File: src/sv/bdph_pkg.sv
package bdph_pkg;

   localparam int ID_W   = 4;
   localparam int TIME_W = 32;
   localparam int KIND_W = 2;
   localparam int CFG_W  = 16;
   localparam int APB_W  = 32;
   localparam int ADDR_W = 3;

   localparam logic [CFG_W-1:0] DEBOUNCE_RESET = 16'd50;
   localparam logic [CFG_W-1:0] HOLD_RESET     = 16'd1000;

   // Register index, taken from the word-aligned APB address.
   typedef enum logic {
      REG_DEBOUNCE = 1'b0,
      REG_HOLD     = 1'b1
   } reg_index_type;

   typedef enum logic [KIND_W-1:0] {
      KIND_PRESSED  = 2'd0,
      KIND_RELEASED = 2'd1,
      KIND_HELD     = 2'd2
   } event_kind_type;

   typedef struct packed {
      logic              last_reading;
      logic              debounced_pressed;
      logic              held_flag;
      logic [TIME_W-1:0] change_time;
      logic [TIME_W-1:0] press_time;
   } btn_entry_type;

endpackage

File: src/sv/bdph_state_mem.sv
module bdph_state_mem
   import bdph_pkg::*;
#(
   parameter int NUM_BUTTONS = 16,
   parameter int AW          = 4
) (
   input  logic          clock,
   input  logic          reset,
   input  logic          rd_en,
   input  logic [AW-1:0] rd_addr,
   input  logic          wr_en,
   input  logic [AW-1:0] wr_addr,
   input  btn_entry_type wr_data,
   output btn_entry_type rd_data
);

   btn_entry_type mem [NUM_BUTTONS];
   btn_entry_type mem_q_ff;
   logic [NUM_BUTTONS-1:0] valid_ff;
   logic          rvalid_ff;
   logic [AW-1:0] raddr_ff;
   logic          last_wr_valid_ff;
   logic [AW-1:0] last_wr_addr_ff;
   btn_entry_type last_wr_data_ff;

   always_ff @(posedge clock) begin
      if (wr_en) begin
         mem[wr_addr] <= wr_data;
      end
   end

   always_ff @(posedge clock) begin
      if (rd_en) begin
         mem_q_ff <= mem[rd_addr];
         raddr_ff <= rd_addr;
      end
      if (wr_en) begin
         last_wr_addr_ff <= wr_addr;
         last_wr_data_ff <= wr_data;
      end
   end

   // Entries never written read as the reset state through their valid bits.
   always_ff @(posedge clock) begin
      if (reset) begin
         valid_ff         <= '0;
         rvalid_ff        <= 1'b0;
         last_wr_valid_ff <= 1'b0;
      end else begin
         if (wr_en) begin
            valid_ff[wr_addr] <= 1'b1;
            last_wr_valid_ff  <= 1'b1;
         end
         if (rd_en) begin
            rvalid_ff <= valid_ff[rd_addr];
         end
      end
   end

   // A write landing on the same edge as the read is not seen by the array
   // output, so the most recent write is forwarded when the addresses match.
   always_comb begin
      if (last_wr_valid_ff && (last_wr_addr_ff == raddr_ff)) begin
         rd_data = last_wr_data_ff;
      end else if (rvalid_ff) begin
         rd_data = mem_q_ff;
      end else begin
         rd_data = '0;
      end
   end

endmodule

File: config.mk
export PLATFORM = sky130hd
export DESIGN_NAME = bdph_state_mem
export DESIGN_NICKNAME = d
export VERILOG_FILES = /design/src/sv/bdph_pkg.sv /design/src/sv/bdph_state_mem.sv
export SDC_FILE = /design/constraint.sdc
export NUM_CORES = 1
export LEC_CHECK = 0
export BUFFER_PORTS_ARGS = -buffer_cell sky130_fd_sc_hd__buf_2
export CORE_ASPECT_RATIO = 0.8
export CORE_UTILIZATION = 36
export DETAILED_ROUTE_END_ITERATION = 6
export HOLD_SLACK_MARGIN = 0.03
export MAX_ROUTING_LAYER = met4
export SETUP_SLACK_MARGIN = 0.4
export SYNTH_ARGS = -nofsm -noshare
export SYNTH_HDL_FRONTEND = slang
export SYNTH_SLANG_ARGS = --single-unit
File: constraint.sdc
create_clock -name clock -period 19.35 [get_ports clock]
set_input_delay 2.9025 -clock clock [delete_from_list [all_inputs] [get_ports clock]]
set_output_delay 2.9025 -clock clock [all_outputs]
set_load 0.005 [all_outputs]
==> metrics.csv, run 1 <==
stage,metric,value,unit
outcome,status,"finished, final reports clean",
floorplan,die width,403.9,µm
floorplan,Ports,146,
drt,Avg WL per Cell,26.90,µm
power_and_ir_drop,peak supply drop,79.61,µV
critical_path,Worst Setup SP,last_wr_addr_ff[2]$_DFFE_PP_,
logic_synthesis,top-area cell type share of the netlist area,78.37,%
clock_network,CTS tree,built,
critical_path,Crit path required time,16.45,ns
placed_design,dpl hpwl,55350,µm
clock_network,clk buf depth,3,
floorplan,full die area,130700,µm²
drt,drt drc,0,
clock_network,Post-CTS Resized,0,
critical_path,"delay-heaviest family, CP",buffers and inverters,
clock_network,Clock Sink Count,1232,
logic_synthesis,Ys Warns,0,
power_and_ir_drop,LEAKAGE,16.86,nW
placed_design,gp weighted congestion,0.7188,
clock_network,post-CTS setup buffers,0,
clock_network,Skew-Pair Late Insertion Delay,0.73,ns
worst_hold_path,hold path depth,2,
logic_synthesis,"area leader, netlist",edfxtp_1,
finish,Synth-to-Final Area Change,14.28,%
global_route,antenna violations before repair,12,
global_route,vias in the first global route,21830,
finish,multi-input logic area,9021,µm²
clock_network,H-Tree Depth,3,
drt,first-pass iteration count of the detailed router,7,
sta,Setup TNS Final,0,ns
drt,Detail Route Antenna Nets,0,
drt,Vias/cell,5.225,
clock_network,Hold Buf Count CTS,0,
clock_network,clk slew on worst S/H paths,0.07,ns
drt,1st-iter DRT viols,2326,
logic_synthesis,sequential share of the synthesized area,79.14,%
finish,fillers,11040,
logic_synthesis,post-synthesis instance total,1941,
power_and_ir_drop,Pwr Density,104.2,nW/µm²
job,max-capacitance violation count,0,
critical_path,Crit Path Class,register to primary output,
floorplan,Rows,117,
placed_design,I/O Buffers,145,
critical_path,Buffers & Inverters on Critical Path,3,
critical_path,Worst path slowest cell,buf_4,
critical_path,cell count along the critical path,6,
logic_synthesis,"FF+latch count, synth",1232,
logic_synthesis,Yosys cell types,25,
critical_path,crit end category,primary output,
global_route,largest net degree at the start of global routing,94,
global_route,Overflow after GRT,0,
critical_path,Reg-to-Reg Start,mem[2][21]$_DFFE_PP_,
sta,RSZ-0062 raised after global routing,no,
clock_network,Root Buffer,clkbuf_16,
critical_path,Worst Setup EP,rd_data[23],
logic_synthesis,mean area per synthesized cell,23.97,µm²
drt,detailed-route via count,20830,
sta,Tmin final,6.427,ns
critical_path,Startpoint Class,register,
sta,final setup fails,0,
sta,"Hold Vio Cnt, Final",0,
floorplan,chip height,323.5,µm
critical_path,Crit path largest cell delay,0.59,ns
logic_synthesis,post-synth net total,2020,
worst_hold_path,Hold WC Path Type,register to register,
global_route,gr usage total,16.99,%
critical_path,Crit Path Max Fanout,26,
logic_synthesis,synth top area cells,"edfxtp_1, mux4_2, mux2i_1",
sta,Final Cycle Share,33.21,%
critical_path,"critical path, cell by cell",xor2_1 > nor4_2 > buf_4 > buf_4 > mux2i_1 > buf_2,
critical_path,r2r worst-path depth,2,
finish,Register Area,36820,µm²
finish,final design utilization,41.65,%
finish,share of cells above drive strength 1,31.77,%
logic_synthesis,Synth Cell Area,46520,µm²
sta,worst-margin pin slew,1.287,ns
finish,"commonest non-fill, non-tap cell in the layout",edfxtp_1,
critical_path,arrival time at the worst endpoint,3.52,ns
finish,most frequent cells in the layout,"edfxtp_1, mux4_2, buf_2, clkbuf_16, mux2i_1",
sta,Fmax,155.6,MHz
sta,max-slew violation count,0,
sta,Slew headroom,14.01,%
clock_network,number of CTS-inserted buffers,114,
critical_path,reg2reg end,mem_q_ff[21]$_DFFE_PP_,
power_and_ir_drop,total power,5.541,mW
drt,final WL,107300,µm
finish,Nets,2237,
sta,Clock Skews,0.02570,ns
worst_hold_path,HP Start,valid_ff[7]$_SDFFE_PP0P_,
critical_path,reg2reg setup slack,17.69,ns
floorplan,Starting Density,36.44,%
floorplan,core region area,127700,µm²
critical_path,Most common cell on crit path,buf_4,
global_route,first-pass GRT wire length,153900,µm
[routing by layer]
layer  GRT usage (%)  up-vias  wire [µm]  part of all wire, %
met3           3.491      146       8134                  7.6
met2           25.84      743      50510                   47
li1                -     8599          -                    -
met1           23.82    11350      46800                   44
met5               -        -          0                    0
met4           3.409        0       1814                  1.7
[stage by stage]
stage          cells  worst slack, ns  cell area (µm²)  hold slack, ns
2_1_floorplan   1941            10.76            46520          0.4348
3_3_place_gp    3767            12.75            49380          0.4435
3_5_place_dp    3767            12.67            49380          0.4570
4_1_cts         3979            12.85            53140          0.4709
5_1_grt         3985            12.74            53160          0.4911
6_report        3987            12.92            53160          0.4741
[cells by family (layout without fill, tap and decap cells)]
kind of cell | after synthesis | in the layout | share of synthesized area (%)
muxes | 408 | 408 | 17.84
xor gates and xnor gates | 4 | 4 | 0.07533
buffers and inverters | 160 | 473 | 1.716
DFF | 1232 | 1232 | 79.14
AOI/OAI and AO/OA | 4 | 4 | 0.06995
other | 0 | 8 | 0
and+or+nand+nor | 133 | 133 | 1.154
[where the power goes]
group	internal, mW	leakage (nW)	switching, mW
sequential	3.01	11.2	0.0203
combinational	0.110	3.80	0.152
clock	1.27	1.83	0.974
total	4.39	16.9	1.15
[worst min-delay path by stage]
stage / to
detailed placement: valid_ff[10]$_SDFFE_PP0P_
global route: valid_ff[7]$_SDFFE_PP0P_
floorplan: valid_ff[10]$_SDFFE_PP0P_
global placement: valid_ff[14]$_SDFFE_PP0P_
finish: valid_ff[7]$_SDFFE_PP0P_
CTS: valid_ff[10]$_SDFFE_PP0P_
[cell type report]
cell class	instances	area share (%)
repair buffers	194	2.120
clock buffers	135	5.667
well taps	1725	4.060
clock inverters	77	1.417
diodes	8	0.03766
flip-flops and latches	1232	69.26
inverters	67	0.4731
multi-input cells	549	16.97
[synthesized netlist by cell type]
cell	count
edfxtp_1	1214
mux4_2	337
mux2i_1	71
nand2_1	70
inv_1	67
nor2_1	49
clkbuf_1	37
buf_6	22
dfxtp_1	18
buf_2	17
buf_1	14
nor3_1	4
buf_4	3
nand3b_1	3
xor2_1	3
a221oi_1	2
nand2b_1	2
a22oi_1	1
nand3_1	1
nor2b_1	1
nor4_1	1
o211ai_1	1
or3b_1	1
or3b_2	1
xnor2_1	1
[registers in the layout, indices dropped and copies added, names as in the netlist]
name,count
last_wr_addr_ff,4
last_wr_data_ff,67
last_wr_valid_ff,1
mem,1072
mem_q_ff,67
raddr_ff,4
rvalid_ff,1
valid_ff,16
[tightest hold or removal path, stage by stage, from the launching register on]
cell,delay (ns)
dfxtp_1,0.33
nor2_1,0.05
nor2_1,0.07
No activity file was read; power rests on OpenSTA's default activity.
==> run 2, diff against run 1 <==
clock period = 5.6 ns   (was 19.35 ns; I/O delays follow)
==> metrics.csv, run 2 (synthesized netlist as in run 1, its figures left out) <==
stage,metric,value,unit
sta,Slew headroom,28.43,%
worst_hold_path,HP Start,wr_addr[2],
sta,Tmin final,3.737,ns
floorplan,Rows,117,
finish,"commonest non-fill, non-tap cell in the layout",edfxtp_1,
global_route,antenna violations before repair,5,
power_and_ir_drop,Clock power frac,42.2,%
critical_path,r2r worst-path depth,2,
global_route,gr usage total,16.82,%
drt,final WL,105600,µm
power_and_ir_drop,Pint,15.60,mW
finish,Synth-to-Final Area Change,15.68,%
floorplan,Starting Density,36.44,%
critical_path,Startpoint Class,register,
power_and_ir_drop,LEAKAGE,17.12,nW
finish,Largest register FFs,1072,
placed_design,gp weighted congestion,0.7398,
clock_network,CTS tree,built,
worst_hold_path,Hold WC Path Type,primary input to register,
sta,RSZ-0062 raised after global routing,no,
critical_path,Crit Path Class,register to primary output,
sta,worst-margin pin slew,1.071,ns
critical_path,Crit path required time,4.76,ns
critical_path,reg2reg end,mem_q_ff[14]$_DFFE_PP_,
drt,1st-iter DRT viols,2227,
placed_design,placed cell areas,49660,µm²
clock_network,number of CTS-inserted buffers,130,
critical_path,arrival time at the worst endpoint,2.90,ns
outcome,status,"finished, final reports clean",
sta,Clock Skews,0.02247,ns
global_route,vias in the first global route,21900,
critical_path,Worst path slowest cell,buf_4,
drt,Vias/cell,5.216,
sta,Fmax,267.6,MHz
global_route,largest net degree at the start of global routing,101,
critical_path,Crit Path Max Fanout,34,
sta,max-slew violation count,0,
global_route,first-pass GRT wire length,153500,µm
sta,final setup fails,0,
power_and_ir_drop,P_sw,4.127,mW
clock_network,post-CTS setup buffers,0,
power_and_ir_drop,power share of the combinational group,4.7,%
sta,Setup TNS Final,0,ns
critical_path,crit end category,primary output,
drt,Avg WL per Cell,26.40,µm
critical_path,reg2reg setup slack,3.92,ns
clock_network,Root Buffer,clkbuf_16,
placed_design,I/O Buffers,145,
placed_design,dpl hpwl,56620,µm
drt,Detail Route Antenna Nets,0,
clock_network,Post-CTS Resized,0,
floorplan,core region area,127700,µm²
finish,most flop-heavy register,mem,
power_and_ir_drop,Pwr Density,366.6,nW/µm²
clock_network,H-Tree Depth,4,
clock_network,Hold Buf Count CTS,0,
sta,"Hold Vio Cnt, Final",0,
floorplan,die width,403.9,µm
power_and_ir_drop,switching part of the total,20.92,%
worst_hold_path,hold endpoint,last_wr_addr_ff[2]$_DFFE_PP_,
drt,drt drc,0,
drt,detailed-route via count,20860,
sta,Final Cycle Share,66.74,%
finish,Top Registers,"mem: 1072 flops, last_wr_data_ff: 67 flops, mem_q_ff: 67 flops",
finish,fillers,10910,
critical_path,"critical path, cell by cell",xor2_1 > nor4_2 > buf_4 > mux2i_1 > buf_2,
finish,final design utilization,42.15,%
drt,first-pass iteration count of the detailed router,5,
clock_network,Clock Sink Count,1232,
critical_path,Reg-to-Reg Start,mem[10][14]$_DFFE_PP_,
finish,design area,53810,µm²
floorplan,chip height,323.5,µm
clock_network,clk buf depth,3,
global_route,Overflow after GRT,0,
power_and_ir_drop,share of power burned in registers,53.1,%
finish,share of cells above drive strength 1,32.28,%
job,max-capacitance violation count,0,
worst_hold_path,hold path depth,1,
critical_path,Crit path largest cell delay,0.72,ns
finish,Nets,2257,
clock_network,clk slew on worst S/H paths,0.06,ns
clock_network,Skew-Pair Late Insertion Delay,0.73,ns
finish,most frequent cells in the layout,"edfxtp_1, mux4_2, buf_2, clkbuf_16, mux2i_1",
floorplan,full die area,130700,µm²
floorplan,Ports,146,
power_and_ir_drop,peak supply drop,343.3,µV
run 2: cell type report:
type                    count  area (µm²)  share of cell area, %
clock inverters            64       726.9                  1.351
well taps                1725        2158                  4.011
repair buffers            198        1383                  2.569
diodes                      6       15.01                0.02790
clock buffers             158        3411                  6.338
multi-input cells         549        9046                  16.81
inverters                  67       251.5                 0.4674
flip-flops and latches   1232       36820                  68.42
run 2: per-stage QoR:
step / hold slack (ns) / setup slack (ns) / total power, mW / cells
6_report: 0.4010 / 1.863 / 19.73 / 3999
5_1_grt: 0.3678 / 1.667 / 20.33 / 3996
4_1_cts: 0.3318 / 1.734 / 19.92 / 3993
3_5_place_dp: 0.4629 / 1.934 / 11.63 / 3771
3_3_place_gp: 0.4462 / 1.975 / 11.59 / 3771
2_1_floorplan: 0.4348 / 0.9040 / 11.20 / 1941
run 2: per-layer routing:
| metal | vias to the layer above | wire length (µm) | GRT usage, % |
|---|---|---|---|
| met5 | - | 0 | - |
| met4 | 0 | 1683 | 3.737 |
| met3 | 143 | 7541 | 3.284 |
| met2 | 777 | 48190 | 24.62 |
| met1 | 11290 | 48150 | 24.39 |
| li1 | 8653 | - | - |
run 2: power by group through the flow:
stage / registers (mW) / clock network, mW / logic [mW]
floorplan: 10.7 / 0 / 0.547
finish: 10.5 / 8.32 / 0.923
global placement: 10.7 / 0 / 0.926
CTS: 10.5 / 8.49 / 0.948
detailed placement: 10.7 / 0 / 0.946
global route: 10.5 / 8.82 / 0.998
run 2: how the worst max path moves through the flow:
stage                                from                    end  slack, ns
floorplan                      wr_addr[2]    mem[1][0]$_DFFE_PP_       0.90
global placement                    wr_en   mem[1][55]$_DFFE_PP_       1.97
detailed placement                  wr_en  mem[15][47]$_DFFE_PP_       1.93
CTS                 raddr_ff[0]$_DFFE_PP_            rd_data[12]       1.73
global route        raddr_ff[0]$_DFFE_PP_            rd_data[12]       1.67
finish              raddr_ff[0]$_DFFE_PP_            rd_data[36]       1.86
run 2: critical path: cells and delay by family, from the launching register on:
kind | cells | cell delay (ns)
xor+xnor | 1 | 0.18
buf+inv | 2 | 0.90
flops | 1 | 0.38
mux | 1 | 0.41
simple gates | 1 | 0.28
